File: config.mk
export PLATFORM = sky130hd
export DESIGN_NAME = ata_pio_sector_sequencer
export DESIGN_NICKNAME = d
export VERILOG_FILES = /design/src/sv/apss_pkg.sv /design/src/sv/apss_front.sv /design/src/sv/apss_fifo.sv /design/src/sv/apss_back.sv /design/src/sv/ata_pio_sector_sequencer.sv
export SDC_FILE = /design/constraint.sdc
export NUM_CORES = 1
export LEC_CHECK = 0
export CAP_MARGIN = 20
export CORE_MARGIN = 2
export CORE_UTILIZATION = 60
export DETAILED_ROUTE_END_ITERATION = 16
export DONT_BUFFER_PORTS = 1
export PLACE_DENSITY = 0.85
export SLEW_MARGIN = 10
export SYNTH_ARGS = -nofsm -noshare
export SYNTH_HDL_FRONTEND = slang
export SYNTH_SLANG_ARGS = --single-unit
File: constraint.sdc
create_clock -name clk -period 3.85 [get_ports clk]
set_input_delay 0.77 -clock clk [delete_from_list [all_inputs] [get_ports clk]]
set_output_delay 0.77 -clock clk [all_outputs]
set_load 0.02 [all_outputs]
File: src/sv/apss_pkg.sv
// Shared types, codes and constants of the ATA PIO sector sequencer.
`timescale 1ns / 1ps

package apss_pkg;

	// Sector geometry and the front-to-back job queue
	localparam int WORDS_PER_SECTOR = 256;
	localparam int WC_W             = $clog2(WORDS_PER_SECTOR + 1);
	localparam int Q_DEPTH          = 4;
	localparam int Q_PTR_W          = $clog2(Q_DEPTH);
	localparam int Q_CNT_W          = $clog2(Q_DEPTH + 1);

	// Field widths
	localparam int POLL_W  = 20;
	localparam int SETTLE_W = 4;
	localparam int LBA_W   = 28;
	localparam int WORD_W  = 16;
	localparam int PORT_W  = 9;
	localparam int JDATA_W = 24;
	localparam int CFG_IDX_W = 2;

	// Register file indexes
	localparam logic [CFG_IDX_W-1:0] CFG_POLL_LIMIT   = 2'd0;
	localparam logic [CFG_IDX_W-1:0] CFG_SETTLE_READS = 2'd1;

	localparam logic [POLL_W-1:0]   POLL_LIMIT_RST   = 20'd1000000;
	localparam logic [SETTLE_W-1:0] SETTLE_READS_RST = 4'd4;

	// Request types
	localparam logic [1:0] REQ_CMD   = 2'd0;
	localparam logic [1:0] REQ_REPLY = 2'd1;
	localparam logic [1:0] REQ_WORD  = 2'd2;

	// Bus ports and protocol bytes
	localparam logic [PORT_W-1:0] BASE_PRI = 9'h1F0;
	localparam logic [PORT_W-1:0] BASE_SEC = 9'h170;
	localparam logic [2:0] OFS_COUNT  = 3'd2;
	localparam logic [2:0] OFS_LBA0   = 3'd3;
	localparam logic [2:0] OFS_LBA1   = 3'd4;
	localparam logic [2:0] OFS_LBA2   = 3'd5;
	localparam logic [2:0] OFS_DRIVE  = 3'd6;
	localparam logic [2:0] OFS_CMD    = 3'd7;
	localparam logic [7:0] SEL_MASTER = 8'hE0;
	localparam logic [7:0] SEL_SLAVE  = 8'hF0;
	localparam logic [7:0] ST_ABSENT  = 8'hFF;
	localparam int         ST_BSY_BIT = 7;
	localparam int         ST_DRQ_BIT = 3;
	localparam logic [7:0] CMD_READ   = 8'h20;
	localparam logic [7:0] CMD_WRITE  = 8'h30;
	localparam logic [7:0] CMD_FLUSH  = 8'hE7;

	typedef enum logic [2:0] {
		KIND_BWR  = 3'd0,
		KIND_BRD  = 3'd1,
		KIND_WRD  = 3'd2,
		KIND_WWR  = 3'd3,
		KIND_HOST = 3'd4,
		KIND_DONE = 3'd5
	} kind_t;

	typedef enum logic [2:0] {
		DONE_OK        = 3'd0,
		DONE_NO_DRIVE  = 3'd1,
		DONE_BSY_TMO   = 3'd2,
		DONE_DRQ_TMO   = 3'd3,
		DONE_FLUSH_TMO = 3'd4
	} done_t;

	// Job classes handed from the front to the back
	typedef enum logic [2:0] {
		OP_STATUS = 3'd0,  // status read
		OP_DONE   = 3'd1,  // completion
		OP_SELECT = 3'd2,  // drive select, status read
		OP_ISSUE  = 3'd3,  // count, address, command, status read
		OP_WRD    = 3'd4,  // data word read
		OP_HOST   = 3'd5,  // word to host, then next read or completion
		OP_WWR    = 3'd6   // data word write, optional flush and status read
	} op_t;

	typedef struct packed {
		op_t                op;
		logic               sec;   // secondary channel
		logic               flag;  // write command / final word
		done_t              code;
		logic [JDATA_W-1:0] data;
	} job_t;

endpackage

File: src/sv/apss_front.sv
// Front end: accepts items, tracks the transfer phase and queues jobs.
`timescale 1ns / 1ps

module apss_front (
	input  logic                                clk,
	input  logic                                arst_n,
	input  logic                                item_valid,
	output logic                                item_ready,
	input  logic [1:0]                          req_type,
	input  logic                                is_write,
	input  logic [1:0]                          drive_index,
	input  logic [apss_pkg::LBA_W-1:0]          block_address,
	input  logic [apss_pkg::WORD_W-1:0]         reply_value,
	input  logic [apss_pkg::WORD_W-1:0]         write_word,
	input  logic                                cfg_valid,
	output logic                                cfg_ready,
	input  logic [apss_pkg::CFG_IDX_W-1:0]      cfg_index,
	input  logic [apss_pkg::POLL_W-1:0]         cfg_data,
	output logic                                push,
	output apss_pkg::job_t                      job,
	input  logic                                q_full
);
	import apss_pkg::*;

	typedef enum logic [8:0] {
		PH_IDLE    = 9'b000000001,
		PH_SETTLE  = 9'b000000010,
		PH_PRESENT = 9'b000000100,
		PH_BSY     = 9'b000001000,
		PH_DRQ     = 9'b000010000,
		PH_RDATA   = 9'b000100000,
		PH_WDATA   = 9'b001000000,
		PH_FSETTLE = 9'b010000000,
		PH_FBSY    = 9'b100000000
	} phase_t;

	phase_t               phase_q, phase_d;
	logic [POLL_W-1:0]    poll_count_q, poll_count_d, poll_inc;
	logic [WC_W-1:0]      word_count_q, word_count_d, wc_inc;
	logic [SETTLE_W-1:0]  settle_count_q, settle_count_d;
	logic [1:0]           cur_drive_q, cur_drive_d;
	logic                 cur_write_q, cur_write_d;
	logic [LBA_W-1:0]     cur_block_q, cur_block_d;
	logic [POLL_W-1:0]    poll_limit_q;
	logic [SETTLE_W-1:0]  settle_reads_q;
	logic                 accept, expired, last_word;

	assign item_ready = !q_full;
	assign cfg_ready  = 1'b1;
	assign accept     = item_valid && item_ready;
	assign poll_inc   = poll_count_q + POLL_W'(1);
	assign expired    = poll_inc >= poll_limit_q;
	assign wc_inc     = word_count_q + WC_W'(1);
	assign last_word  = wc_inc >= WC_W'(WORDS_PER_SECTOR);

	// Configuration registers
	always_ff @(posedge clk or negedge arst_n) begin
		if (!arst_n) begin
			poll_limit_q   <= POLL_LIMIT_RST;
			settle_reads_q <= SETTLE_READS_RST;
		end else if (cfg_valid && cfg_ready) begin
			if (cfg_index == CFG_POLL_LIMIT)
				poll_limit_q <= cfg_data;
			else if (cfg_index == CFG_SETTLE_READS)
				settle_reads_q <= cfg_data[SETTLE_W-1:0];
		end
	end

	// Classify the beat against the phase and build its job
	always_comb begin
		phase_d        = phase_q;
		poll_count_d   = poll_count_q;
		word_count_d   = word_count_q;
		settle_count_d = settle_count_q;
		cur_drive_d    = cur_drive_q;
		cur_write_d    = cur_write_q;
		cur_block_d    = cur_block_q;
		push           = 1'b0;
		job.op         = OP_STATUS;
		job.sec        = cur_drive_q[1];
		job.flag       = cur_write_q;
		job.code       = DONE_OK;
		job.data       = '0;
		if (accept) begin
			unique case (req_type)
				REQ_CMD: begin
					if (phase_q == PH_IDLE) begin
						cur_write_d = is_write;
						cur_drive_d = drive_index;
						cur_block_d = block_address;
						push        = 1'b1;
						job.op      = OP_SELECT;
						job.sec     = drive_index[1];
						job.data    = JDATA_W'((drive_index[0] ? SEL_SLAVE : SEL_MASTER)
						              | {4'h0, block_address[27:24]});
						if (settle_reads_q != '0) begin
							settle_count_d = settle_reads_q - SETTLE_W'(1);
							phase_d        = PH_SETTLE;
						end else if (is_write) begin
							poll_count_d = '0;
							phase_d      = PH_BSY;
						end else begin
							phase_d = PH_PRESENT;
						end
					end
				end
				REQ_REPLY: begin
					unique case (phase_q)
						PH_SETTLE, PH_FSETTLE: begin
							push = 1'b1;
							if (settle_count_q != '0) begin
								settle_count_d = settle_count_q - SETTLE_W'(1);
							end else if (phase_q == PH_SETTLE) begin
								if (cur_write_q) begin
									poll_count_d = '0;
									phase_d      = PH_BSY;
								end else begin
									phase_d = PH_PRESENT;
								end
							end else begin
								poll_count_d = '0;
								phase_d      = PH_FBSY;
							end
						end
						PH_PRESENT: begin
							push = 1'b1;
							if (reply_value[7:0] == ST_ABSENT) begin
								job.op   = OP_DONE;
								job.code = DONE_NO_DRIVE;
								phase_d  = PH_IDLE;
							end else begin
								poll_count_d = '0;
								phase_d      = PH_BSY;
							end
						end
						PH_BSY: begin
							push = 1'b1;
							if (!reply_value[ST_BSY_BIT]) begin
								job.op       = OP_ISSUE;
								job.data     = cur_block_q[JDATA_W-1:0];
								poll_count_d = '0;
								phase_d      = PH_DRQ;
							end else begin
								poll_count_d = poll_inc;
								if (expired) begin
									job.op   = OP_DONE;
									job.code = DONE_BSY_TMO;
									phase_d  = PH_IDLE;
								end
							end
						end
						PH_DRQ: begin
							if (reply_value[ST_DRQ_BIT]) begin
								word_count_d = '0;
								if (cur_write_q) begin
									phase_d = PH_WDATA;
								end else begin
									push    = 1'b1;
									job.op  = OP_WRD;
									phase_d = PH_RDATA;
								end
							end else begin
								push         = 1'b1;
								poll_count_d = poll_inc;
								if (expired) begin
									job.op   = OP_DONE;
									job.code = DONE_DRQ_TMO;
									phase_d  = PH_IDLE;
								end
							end
						end
						PH_RDATA: begin
							push         = 1'b1;
							job.op       = OP_HOST;
							job.flag     = last_word;
							job.data     = JDATA_W'(reply_value);
							word_count_d = wc_inc;
							if (last_word)
								phase_d = PH_IDLE;
						end
						PH_FBSY: begin
							push = 1'b1;
							if (!reply_value[ST_BSY_BIT]) begin
								job.op  = OP_DONE;
								phase_d = PH_IDLE;
							end else begin
								poll_count_d = poll_inc;
								if (expired) begin
									job.op   = OP_DONE;
									job.code = DONE_FLUSH_TMO;
									phase_d  = PH_IDLE;
								end
							end
						end
						default: ;
					endcase
				end
				REQ_WORD: begin
					if (phase_q == PH_WDATA) begin
						push         = 1'b1;
						job.op       = OP_WWR;
						job.flag     = last_word;
						job.data     = JDATA_W'(write_word);
						word_count_d = wc_inc;
						if (last_word) begin
							if (settle_reads_q != '0) begin
								settle_count_d = settle_reads_q - SETTLE_W'(1);
								phase_d        = PH_FSETTLE;
							end else begin
								poll_count_d = '0;
								phase_d      = PH_FBSY;
							end
						end
					end
				end
				// unknown request type: taken and dropped
				default: ;
			endcase
		end
	end

	// Transfer state
	always_ff @(posedge clk or negedge arst_n) begin
		if (!arst_n) begin
			phase_q        <= PH_IDLE;
			poll_count_q   <= '0;
			word_count_q   <= '0;
			settle_count_q <= '0;
			cur_drive_q    <= '0;
			cur_write_q    <= 1'b0;
			cur_block_q    <= '0;
		end else begin
			phase_q        <= phase_d;
			poll_count_q   <= poll_count_d;
			word_count_q   <= word_count_d;
			settle_count_q <= settle_count_d;
			cur_drive_q    <= cur_drive_d;
			cur_write_q    <= cur_write_d;
			cur_block_q    <= cur_block_d;
		end
	end

	// A completion job always returns the sequencer to idle
	a_done_idle: assert property (@(posedge clk) disable iff (!arst_n)
		(push && job.op == OP_DONE) |=> (phase_q == PH_IDLE))
		else $error("completion queued without return to idle");

	// The read data count never reaches a full sector while still reading
	a_rdata_count: assert property (@(posedge clk) disable iff (!arst_n)
		(phase_q == PH_RDATA) |-> (word_count_q < WC_W'(WORDS_PER_SECTOR)))
		else $error("read word count overran the sector");

	// No job is pushed into a full queue
	a_push_room: assert property (@(posedge clk) disable iff (!arst_n)
		push |-> !q_full)
		else $error("job pushed into full queue");

endmodule

File: src/sv/apss_fifo.sv
// Short job queue between the front and back ends.
`timescale 1ns / 1ps

module apss_fifo (
	input  logic            clk,
	input  logic            arst_n,
	input  logic            push,
	input  apss_pkg::job_t  push_job,
	input  logic            pop,
	output apss_pkg::job_t  head_job,
	output logic            head_valid,
	output logic            full
);
	import apss_pkg::*;

	job_t                entries_q [Q_DEPTH];
	logic [Q_PTR_W-1:0]  wr_ptr_q, rd_ptr_q;
	logic [Q_CNT_W-1:0]  count_q;
	logic                do_pop;

	assign head_valid = count_q != '0;
	assign full       = count_q == Q_CNT_W'(Q_DEPTH);
	assign head_job   = entries_q[rd_ptr_q];
	assign do_pop     = pop && head_valid;

	// Entry storage
	always_ff @(posedge clk) begin
		if (push)
			entries_q[wr_ptr_q] <= push_job;
	end

	// Pointers and fill count
	always_ff @(posedge clk or negedge arst_n) begin
		if (!arst_n) begin
			wr_ptr_q <= '0;
			rd_ptr_q <= '0;
			count_q  <= '0;
		end else begin
			if (push)
				wr_ptr_q <= wr_ptr_q + Q_PTR_W'(1);
			if (do_pop)
				rd_ptr_q <= rd_ptr_q + Q_PTR_W'(1);
			if (push && !do_pop)
				count_q <= count_q + Q_CNT_W'(1);
			else if (!push && do_pop)
				count_q <= count_q - Q_CNT_W'(1);
		end
	end

endmodule

File: src/sv/apss_back.sv
// Back end: expands queued jobs into bus access and completion beats.
`timescale 1ns / 1ps

module apss_back (
	input  logic                         clk,
	input  logic                         arst_n,
	input  apss_pkg::job_t               head_job,
	input  logic                         head_valid,
	output logic                         pop,
	output logic                         result_valid,
	input  logic                         result_ready,
	output logic [2:0]                   result_kind,
	output logic [apss_pkg::PORT_W-1:0]  bus_port,
	output logic [apss_pkg::WORD_W-1:0]  out_data,
	output logic [2:0]                   done_code,
	output logic                         last
);
	import apss_pkg::*;

	logic [2:0]         idx_q;
	logic               valid_q;
	kind_t              kind_q, kind_c;
	logic [PORT_W-1:0]  port_q, port_c, base;
	logic [WORD_W-1:0]  data_q, data_c;
	done_t              code_q, code_c;
	logic               last_q, last_c;
	logic               load;

	assign base = head_job.sec ? BASE_SEC : BASE_PRI;
	assign load = head_valid && (!valid_q || result_ready);
	assign pop  = load && last_c;

	// Beat of the head job at the current index
	always_comb begin
		kind_c = KIND_BRD;
		port_c = base + PORT_W'(OFS_CMD);
		data_c = '0;
		code_c = DONE_OK;
		last_c = 1'b1;
		unique case (head_job.op)
			OP_STATUS: ;
			OP_DONE: begin
				kind_c = KIND_DONE;
				port_c = '0;
				code_c = head_job.code;
			end
			OP_SELECT: begin
				last_c = idx_q == 3'd1;
				if (idx_q == 3'd0) begin
					kind_c = KIND_BWR;
					port_c = base + PORT_W'(OFS_DRIVE);
					data_c = {8'h00, head_job.data[7:0]};
				end
			end
			OP_ISSUE: begin
				last_c = idx_q == 3'd5;
				unique case (idx_q)
					3'd0: begin
						kind_c = KIND_BWR;
						port_c = base + PORT_W'(OFS_COUNT);
						data_c = WORD_W'(1);
					end
					3'd1: begin
						kind_c = KIND_BWR;
						port_c = base + PORT_W'(OFS_LBA0);
						data_c = {8'h00, head_job.data[7:0]};
					end
					3'd2: begin
						kind_c = KIND_BWR;
						port_c = base + PORT_W'(OFS_LBA1);
						data_c = {8'h00, head_job.data[15:8]};
					end
					3'd3: begin
						kind_c = KIND_BWR;
						port_c = base + PORT_W'(OFS_LBA2);
						data_c = {8'h00, head_job.data[23:16]};
					end
					3'd4: begin
						kind_c = KIND_BWR;
						data_c = {8'h00, head_job.flag ? CMD_WRITE : CMD_READ};
					end
					default: ;
				endcase
			end
			OP_WRD: begin
				kind_c = KIND_WRD;
				port_c = base;
			end
			OP_HOST: begin
				last_c = idx_q == 3'd1;
				if (idx_q == 3'd0) begin
					kind_c = KIND_HOST;
					port_c = '0;
					data_c = head_job.data[WORD_W-1:0];
				end else if (head_job.flag) begin
					kind_c = KIND_DONE;
					port_c = '0;
				end else begin
					kind_c = KIND_WRD;
					port_c = base;
				end
			end
			OP_WWR: begin
				last_c = head_job.flag ? (idx_q == 3'd2) : 1'b1;
				if (idx_q == 3'd0) begin
					kind_c = KIND_WWR;
					port_c = base;
					data_c = head_job.data[WORD_W-1:0];
				end else if (idx_q == 3'd1) begin
					kind_c = KIND_BWR;
					data_c = {8'h00, CMD_FLUSH};
				end
			end
			default: ;
		endcase
	end

	// Beat index within the head job
	always_ff @(posedge clk or negedge arst_n) begin
		if (!arst_n) begin
			idx_q   <= '0;
			valid_q <= 1'b0;
		end else begin
			if (load)
				idx_q <= last_c ? 3'd0 : idx_q + 3'd1;
			if (load)
				valid_q <= 1'b1;
			else if (result_ready)
				valid_q <= 1'b0;
		end
	end

	// Output register
	always_ff @(posedge clk) begin
		if (load) begin
			kind_q <= kind_c;
			port_q <= port_c;
			data_q <= data_c;
			code_q <= code_c;
			last_q <= last_c;
		end
	end

	assign result_valid = valid_q;
	assign result_kind  = kind_q;
	assign bus_port     = port_q;
	assign out_data     = data_q;
	assign done_code    = code_q;
	assign last         = last_q;

endmodule

File: src/sv/ata_pio_sector_sequencer.sv
// Top level of the ATA PIO LBA28 single-sector sequencer.
// Usage: the item channel takes commands (req_type 0), bus read replies
// (req_type 1) and host data words for a write (req_type 2). Each beat
// that fits the current phase produces zero to six result beats on the
// result channel, the final one flagged by last: byte/word bus accesses,
// host data words and one completion with done_code per transfer. Beats
// that do not fit the phase are taken and dropped.
// Order: the front end classifies an item in the cycle it is taken and
// queues a job; the back end then registers the first result beat.
// Throughput: one item per cycle while the four-entry job queue has room;
// the back end issues one result beat per cycle while the receiver is
// ready, and a job has at most six beats.
// A stalled receiver backs results up into the queue; once it is full,
// item_ready drops until the back end drains an entry.
// Configuration (cfg_index 0 poll_limit, 1 settle_reads) is always ready.
// The user must write it only while no beat is in flight; the block does
// not enforce it. settle_reads is taken when a delay starts; poll_limit
// is compared at every poll. Reset: arst_n clears the queue, the result
// valid and the phase, and loads poll_limit 1000000 and settle_reads 4.
`timescale 1ns / 1ps

module ata_pio_sector_sequencer (
	input  logic                                clk,
	input  logic                                arst_n,
	input  logic                                item_valid,
	output logic                                item_ready,
	input  logic [1:0]                          req_type,
	input  logic                                is_write,
	input  logic [1:0]                          drive_index,
	input  logic [apss_pkg::LBA_W-1:0]          block_address,
	input  logic [apss_pkg::WORD_W-1:0]         reply_value,
	input  logic [apss_pkg::WORD_W-1:0]         write_word,
	input  logic                                cfg_valid,
	output logic                                cfg_ready,
	input  logic [apss_pkg::CFG_IDX_W-1:0]      cfg_index,
	input  logic [apss_pkg::POLL_W-1:0]         cfg_data,
	output logic                                result_valid,
	input  logic                                result_ready,
	output logic [2:0]                          result_kind,
	output logic [apss_pkg::PORT_W-1:0]         bus_port,
	output logic [apss_pkg::WORD_W-1:0]         out_data,
	output logic [2:0]                          done_code,
	output logic                                last
);
	import apss_pkg::*;

	job_t  push_job, head_job;
	logic  push, pop, head_valid, q_full;

	apss_front u_front (
		.clk           (clk),
		.arst_n        (arst_n),
		.item_valid    (item_valid),
		.item_ready    (item_ready),
		.req_type      (req_type),
		.is_write      (is_write),
		.drive_index   (drive_index),
		.block_address (block_address),
		.reply_value   (reply_value),
		.write_word    (write_word),
		.cfg_valid     (cfg_valid),
		.cfg_ready     (cfg_ready),
		.cfg_index     (cfg_index),
		.cfg_data      (cfg_data),
		.push          (push),
		.job           (push_job),
		.q_full        (q_full)
	);

	apss_fifo u_fifo (
		.clk        (clk),
		.arst_n     (arst_n),
		.push       (push),
		.push_job   (push_job),
		.pop        (pop),
		.head_job   (head_job),
		.head_valid (head_valid),
		.full       (q_full)
	);

	apss_back u_back (
		.clk          (clk),
		.arst_n       (arst_n),
		.head_job     (head_job),
		.head_valid   (head_valid),
		.pop          (pop),
		.result_valid (result_valid),
		.result_ready (result_ready),
		.result_kind  (result_kind),
		.bus_port     (bus_port),
		.out_data     (out_data),
		.done_code    (done_code),
		.last         (last)
	);

endmodule

==> results.md, run 1 <==
- Fmax: between 200 and 300 MHz
- Largest area contributor in the synthesized netlist: sky130_fd_sc_hd__edfxtp_1
- Latest clock arrival within the worst-skew pair: around 540 ps
- Family with the most delay on the worst path: simple AND/OR/NAND/NOR gates
- DRC violation total after the first TritonRoute iteration: 835
- Transition time of the tightest slew-check pin: approximately 810 ps
- Area of the placeable core: 21020 um^2
- Pre-CTS setup slack: 39.71 ps
- Final non-filler cell area: 14090 um^2
- Total of max-cap violations: 0
- Post-CTS Setup Bufs: 0
- Wire length of the first global-routing pass: 46.58 mm
- Data arrival at the endpoint of the critical path: 3880 ps
- Max stage delay cell, worst path: sky130_fd_sc_hd__dfrtp_1
- Status: completed
- X dimension of the die: approximately 150 um
- Num rows: 53
- Launching element type of the critical path: flop
- Vias in the first global route: 8539
- DP Area: 13210 um^2
- Synth async-reset ratio: 0.3977
- Layout-stage area growth over the synthesis result: 9.842%
- Buffers from clock root to sink, at most: 3
- Peak VDD IR: 0.3615 mV
- Post-synth cell types: 75
- Antenna-violating nets left: 0
- Setup TNS Final: 0 ps
- Worst R2R Setup Slack: 310 ps
- TritonCTS buffer count: 27
- Fraction of the yosys area taken by sequential cells: 0.5670
- Initial core utilization: 0.6102
- Global routing usage summed across all routing layers: 0.2662
- Drt first pass iters: 6
- Critical path, cell by cell: nand4_1, nor4_2, and2_0, and3_1, xnor2_1, inv_1, ha_1, nand4_1, a2111oi_2, a21oi_2, or2_2, nor2_1
- Total gr overflow: 0
- Endpoint class of the critical path: flop
- Final critical-path setup slack: between 300 and 400 ps
- Maximum number of pins on one net before global-route repair: 95
- Area fraction of the dominant cell type after synthesis: 0.3652
- Pwr Density: between 600 and 700 nW/um^2
- Instance count of the mapped netlist: 1029
- DP Cell Count: approximately 1300
- Highest net fanout along the worst path: 7
- Root Buffer: sky130_fd_sc_hd__clkbuf_16
- Share of the clock period used by the worst path after layout: 0.9205
- Critical path buffers and inverters: 1
- Worst Path Required: 4180 ps
- Number of clock sinks: 259
- Top area cells in the synthesized netlist: sky130_fd_sc_hd__edfxtp_1, sky130_fd_sc_hd__dfrtp_1, sky130_fd_sc_hd__mux4_2
- Final hold viol count: 0
- Longest individual stage delay on the worst path: 450 ps
- Fraction of layout cells with a size suffix above 1: 0.1765
- Die Area: 22560 um^2
- Tightest slew margin relative to the limit: 0.4570
- Classification of the worst setup path: reg -> reg
- Post-detailed-routing wire length: 29.83 mm
- Final Critical Period: about 3500 ps
- Layout Cells excl Fill: 1325
- Post-synthesis instance area: ~13000 um^2
- Total number of nets in the final design: approximately 1200
- Count of warnings emitted by yosys: 0
- Synthesized area per cell: about 12 um^2
- Max-slew violation count: 0
- Total number of vias: 8796
- Worst clock skew: approximately 17 ps
- Count of input and output buffers: 0
- Antenna violations before repair: 3
- Number of flip-flops and latches in the synthesized netlist: ~260
- Gpl congestion: 0.9627
- Worst hold slack across all endpoints: 77.14 ps
- Leakage: around 5.4 nW
- Wire length per cell: 22.51 um
- Hold Crit Class: in -> async
- Most used cell along the critical path: sky130_fd_sc_hd__nand4_1
- # IOs: roughly 130
- Clock-pin transition on the worst setup and hold timing paths: roughly 60 ps
- Total power draw: approximately 8.6 mW
- Utilization after layout: 0.6703
- Final setup violation count: 0
- TritonCTS clock tree: built
- Vertical extent of the die: 150.2 um
- Number of remaining DRC errors: 0
- Per-cell via count in the routed design: 6.638
- Number of filler cells placed in the layout: around 1400
- Number of synthesized flops with an enable pin: 156
- Detailed placement HPWL: a little over 20 mm
- # H-tree levels: 1
- Post-synth net total: 1159
- Most common flop cell mapped by yosys: sky130_fd_sc_hd__edfxtp_1
==> cells in the mapped netlist (all sizes together) (6+ instances only) <==
master,instances
inv,47
a22o,20
o21a,7
nor2,55
dfrtp,94
o21ai,49
mux2,50
nand3,29
clkbuf,39
nor2b,26
nor3b,8
o41ai,15
xor2,15
nand4,11
ha,37
o31ai,12
a221oi,6
nor4,11
a22oi,15
edfxtp,156
or3,7
nand2,67
nor3,16
dfstp,9
xnor2,15
and3,9
and2,18
buf,23
mux4,32
nand2b,13
a21oi,43
==> layer usage <==
layer  GRT usage  routed length (um)  vias to the layer above
met1      0.3491               11500                     4312
met4     0.08113                 996                        2
met5           0                  13                        -
met2      0.4438               14640                      493
li1            -                   -                     3900
met3     0.06333                2685                       89
==> cell families (layout without fill, tap and decap cells) <==
| kind of cell | count (synthesis) | after routing | synth area share |
|---|---|---|---|
| buffers and inverters | 109 | 128 | 0.03473 |
| adders and majority gates | 38 | 38 | 0.03765 |
| AOI/OAI and AO/OA | 217 | 217 | 0.1170 |
| other | 2 | 4 | 0.0005855 |
| xor gates and xnor gates | 30 | 30 | 0.02048 |
| DFF | 259 | 259 | 0.5670 |
| and+or+nand+nor | 287 | 287 | 0.1186 |
| muxes | 87 | 87 | 0.1040 |
==> power by group <==
group | internal (mW) | total (mW) | switching (mW)
clock | 1.38 | 2.43 | 1.05
sequential | 3.38 | 3.83 | 0.454
combinational | 0.929 | 2.30 | 1.37
==> sequential cells by signal, summed over array words and instances (netlist names), 5 cells and up <==
signal                count
u_front.phase_q           9
u_front.cur_block_q      24
u_back.out_data          16
u_front.poll_limit_q     20
u_fifo.entries_q        128
u_front.word_count_q      9
u_back.bus_port           5
u_front.poll_count_q     20
==> what timing repair did <==
item                                    CTS  global route
resized for setup                         1             5
pin swaps                                 0             0
endpoints found under the setup margin    4            17
hold buffers                              1             0
endpoints found under the hold margin    94             0
==> layout by cell type, fill, tap and decap left out, types with 29 or more instances in the layout <==
| cell | count |
|---|---|
| sky130_fd_sc_hd__edfxtp_1 | 156 |
| sky130_fd_sc_hd__dfrtp_1 | 93 |
| sky130_fd_sc_hd__nand2_1 | 67 |
| sky130_fd_sc_hd__nor2_1 | 53 |
| sky130_fd_sc_hd__mux2_2 | 49 |
| sky130_fd_sc_hd__o21ai_0 | 48 |
| sky130_fd_sc_hd__inv_1 | 47 |
| sky130_fd_sc_hd__a21oi_1 | 39 |
| sky130_fd_sc_hd__ha_1 | 37 |
| sky130_fd_sc_hd__mux4_2 | 32 |
| sky130_fd_sc_hd__nand3_1 | 29 |
==> path summary, 6_finish.rpt <==
check / from / endpoint / depth (start not counted)
max in group asynchronous: arst_n / u_fifo.rd_ptr_q[0] / 1
min: arst_n / u_front.phase_q[0] / 0
max reg2reg: u_front.poll_count_q[6] / u_fifo.entries_q[1][25] / 12
min in group clk: cfg_data[18] / u_front.poll_limit_q[18] / 2
max: u_front.poll_count_q[6] / u_fifo.entries_q[1][25] / 12
min reg2reg: u_front.word_count_q[7] / u_front.word_count_q[7] / 1
==> worst reg2reg max path: cells and delay by family, from the launching register on <==
kind            cells  cell delay (ps)
fa+ha+maj           1              320
compound gates      2              580
xor+xnor            1              140
flops               1              450
buf+inv             1               60
simple gates        7             1800
==> final cells by class <==
cell class              instances  area [um^2]  share of cell area
diodes                          2        5.005           0.0003552
well taps                     275        344.1             0.02442
multi-input cells             661         5159              0.3661
flip-flops and latches        259         7274              0.5163
repair buffers                 32        310.3             0.02202
clock inverters                15        108.9            0.007726
clock buffers                  34        711.9             0.05053
inverters                      47        176.4             0.01252
No activity file was read; power rests on OpenSTA's default activity.
==> run 2: changes to the inputs <==
Clock period 3.85 ns to 4.2 ns, I/O delays scaled along.
==> results.md, run 2 (synthesized netlist as in run 1, its figures left out) <==
- Num rows: 53 (unchanged)
- Switching Share: 0.3247 (-0.01137)
- Number of remaining DRC errors: 0 (unchanged)
- Total number of vias: 8774 (-0.25%)
- Per-cell via count in the routed design: 6.657 (+0.28%)
- Reg power frac: 0.438 (-0.010)
- Total gr overflow: 0 (unchanged)
- Pwr Density: 571.4 nW/um^2 (-6.0%)
- Setup TNS Final: 0 ps (unchanged)
- Final hold viol count: 0 (unchanged)
- Clock share of power: 0.308 (+0.024)
- Peak VDD IR: 0.3884 mV (+7.4%)
- Total number of nets in the final design: 1151 (-0.60%)
- Fraction of layout cells with a size suffix above 1: 0.1729 (-0.003616)
- Total of max-cap violations: 0 (unchanged)
- Die Area: 22560 um^2 (unchanged)
- Hold Crit Class: in -> async
- Switching component of the power: 2.617 mW (-9.1%)
- Share of the clock period used by the worst path after layout: 0.9274 (+0.006971)
- Initial core utilization: 0.6102 (unchanged)
- Logic gate share of total power: 0.253 (-0.016)
- Largest registers: u_fifo.entries_q x128, u_front.cur_block_q x24
- Transition time of the tightest slew-check pin: 806.9 ps (-0.1414 ps)
- Max-slew violation count: 0 (unchanged)
- Number of clock sinks: 259 (unchanged)
- DP Area: 13100 um^2 (-0.83%)
- Antenna violations before repair: 3 (unchanged)
- Post-detailed-routing wire length: 30.48 mm (+2.2%)
- Global routing usage summed across all routing layers: 0.2732 (+0.007052)
- Utilization after layout: 0.6709 (about the same)
- Data arrival at the endpoint of the critical path: 4200 ps (+320 ps)
- Total power draw: 8.058 mW (-5.9%)
- Highest net fanout along the worst path: 7 (unchanged)
- Maximum number of pins on one net before global-route repair: 58 (-39%)
- Classification of the worst setup path: reg -> reg
- TritonCTS clock tree: built
- Clock-pin transition on the worst setup and hold timing paths: 60 ps (about the same)
- TritonCTS buffer count: 26 (-3.7%)
- Vias in the first global route: 8658 (+1.4%)
- Antenna-violating nets left: 0 (unchanged)
- Vertical extent of the die: 150.2 um (unchanged)
- Final non-filler cell area: 14100 um^2 (about the same)
- Fmax: 256.7 MHz (-9.0%)
- Status: completed
- Final setup violation count: 0 (unchanged)
- Worst clock skew: 9.177 ps (-7.786 ps)
- Flip-flop count of the largest register, all copies and words added: 128 (unchanged)
- Layout-stage area growth over the synthesis result: 9.949% (about the same)
- Root Buffer: sky130_fd_sc_hd__clkbuf_16
- Drt first pass iters: 6 (unchanged)
- Buffers from clock root to sink, at most: 3 (unchanged)
- Detailed placement HPWL: 19.91 mm (-1.4%)
- Wire length of the first global-routing pass: 47.60 mm (+2.2%)
- Gpl congestion: 0.9437 (-2.0%)
- # IOs: 127 (unchanged)
- X dimension of the die: 150.2 um (unchanged)
- Unrepaired setup endpoints after global routing: no
- Commonest cells after routing, fill and taps aside: sky130_fd_sc_hd__edfxtp_1, sky130_fd_sc_hd__dfrtp_1, sky130_fd_sc_hd__nand2_1
- Most common library cell in the layout ignoring fill and taps: sky130_fd_sc_hd__edfxtp_1
- Internal power: 5.442 mW (-4.3%)
- Wire length per cell: 23.13 um (+2.7%)
- Launching element type of the critical path: flop
- Latest clock arrival within the worst-skew pair: 530 ps (about the same)
- Post-CTS Setup Bufs: 0 (unchanged)
- Worst Path Required: 4500 ps (+320 ps)
- Register with the most flip-flops: u_fifo.entries_q
- Final Critical Period: 3895 ps (+351.4 ps)
- # H-tree levels: 1 (unchanged)
- Pre-CTS setup slack: 327.2 ps (+287.5 ps)
- Count of input and output buffers: 0 (unchanged)
- Area of the placeable core: 21020 um^2 (unchanged)
- Leakage: 5.439 nW (+0.29%)
- Tightest slew margin relative to the limit: 0.4597 (+0.002688)
- Final critical-path setup slack: 304.8 ps (-1.435 ps)
- DRC violation total after the first TritonRoute iteration: 811 (-2.9%)
- Endpoint class of the critical path: flop
run 2: cell types whose count changed in the layout (fill, tap and decap cells not counted), moves of 2 or more:
cell                        delta
sky130_fd_sc_hd__bufinv_16     +4
sky130_fd_sc_hd__clkbuf_1      -3
sky130_fd_sc_hd__clkinv_1      -2
sky130_fd_sc_hd__buf_12        -3
sky130_fd_sc_hd__buf_4         -4
run 2: cell type report:
type	count	area, um^2
inverters	47	176.4
repair buffers	26	230.2
flip-flops and latches	259	7274
clock buffers	32	714.4
fillers	1424	6918
well taps	275	344.1
clock inverters	16	210.2
diodes	2	5.005
multi-input cells	661	5149
run 2: stage by stage:
stage | cells | hold WS (ps)
floorplan | 1029 | 449.2
global placement | 1265 | 468.8
detailed placement | 1265 | 480.7
CTS | 1316 | 135.8
global route | 1316 | 131.2
finish | 1318 | 142.1
run 2: worst max-delay path, cell delays in order (launching register included):
cell,delay [ps]
sky130_fd_sc_hd__dfrtp_1,460
sky130_fd_sc_hd__nand4_1,210
sky130_fd_sc_hd__nor4_2,370
sky130_fd_sc_hd__and2_0,300
sky130_fd_sc_hd__and3_1,220
sky130_fd_sc_hd__xnor2_1,160
sky130_fd_sc_hd__inv_1,70
sky130_fd_sc_hd__ha_1,320
sky130_fd_sc_hd__nand4_1,140
sky130_fd_sc_hd__a2111oi_0,410
sky130_fd_sc_hd__a21oi_1,280
sky130_fd_sc_hd__and2_1,280
sky130_fd_sc_hd__a221oi_2,420
run 2: repair_timing:
| action | in CTS | in global routing |
|---|---|---|
| setup endpoints to repair | 0 | 8 |
| hold endpoints to repair | 57 | 0 |
| resized for setup | 0 | 3 |
| hold buffers | 3 | 0 |
run 2: path summary, 6_finish.rpt:
path | to | slack, ps | cells past startpoint | from
min in group clk | u_front.poll_limit_q[19] | 410 | 2 | cfg_data[19]
max in group asynchronous | u_back.idx_q[1] | 2920 | 1 | arst_n
min reg2reg | u_front.settle_count_q[3] | 490 | 1 | u_front.settle_count_q[3]
min | u_front.poll_count_q[1] | 140 | 1 | arst_n
max | u_fifo.entries_q[3][29] | 300 | 12 | u_front.poll_count_q[6]
max reg2reg | u_fifo.entries_q[3][29] | 300 | 12 | u_front.poll_count_q[6]
run 2: power by group through the flow:
stage / logic, mW / clock network, mW / registers, mW
CTS: 2.02 / 2.51 / 3.53
detailed placement: 1.97 / 0 / 3.58
global placement: 1.89 / 0 / 3.56
finish: 2.04 / 2.49 / 3.53
global route: 2.22 / 2.60 / 3.58
floorplan: 1.64 / 0 / 3.43
run 2: per-layer routing:
metal	vias up	routed length, um	track usage	share of wire
li1	3883	-	-	-
met3	95	2541	0.06182	0.083
met5	-	27	0	0.00089
met1	4294	11700	0.3522	0.38
met4	4	1217	0.1057	0.040
met2	498	14990	0.4541	0.49
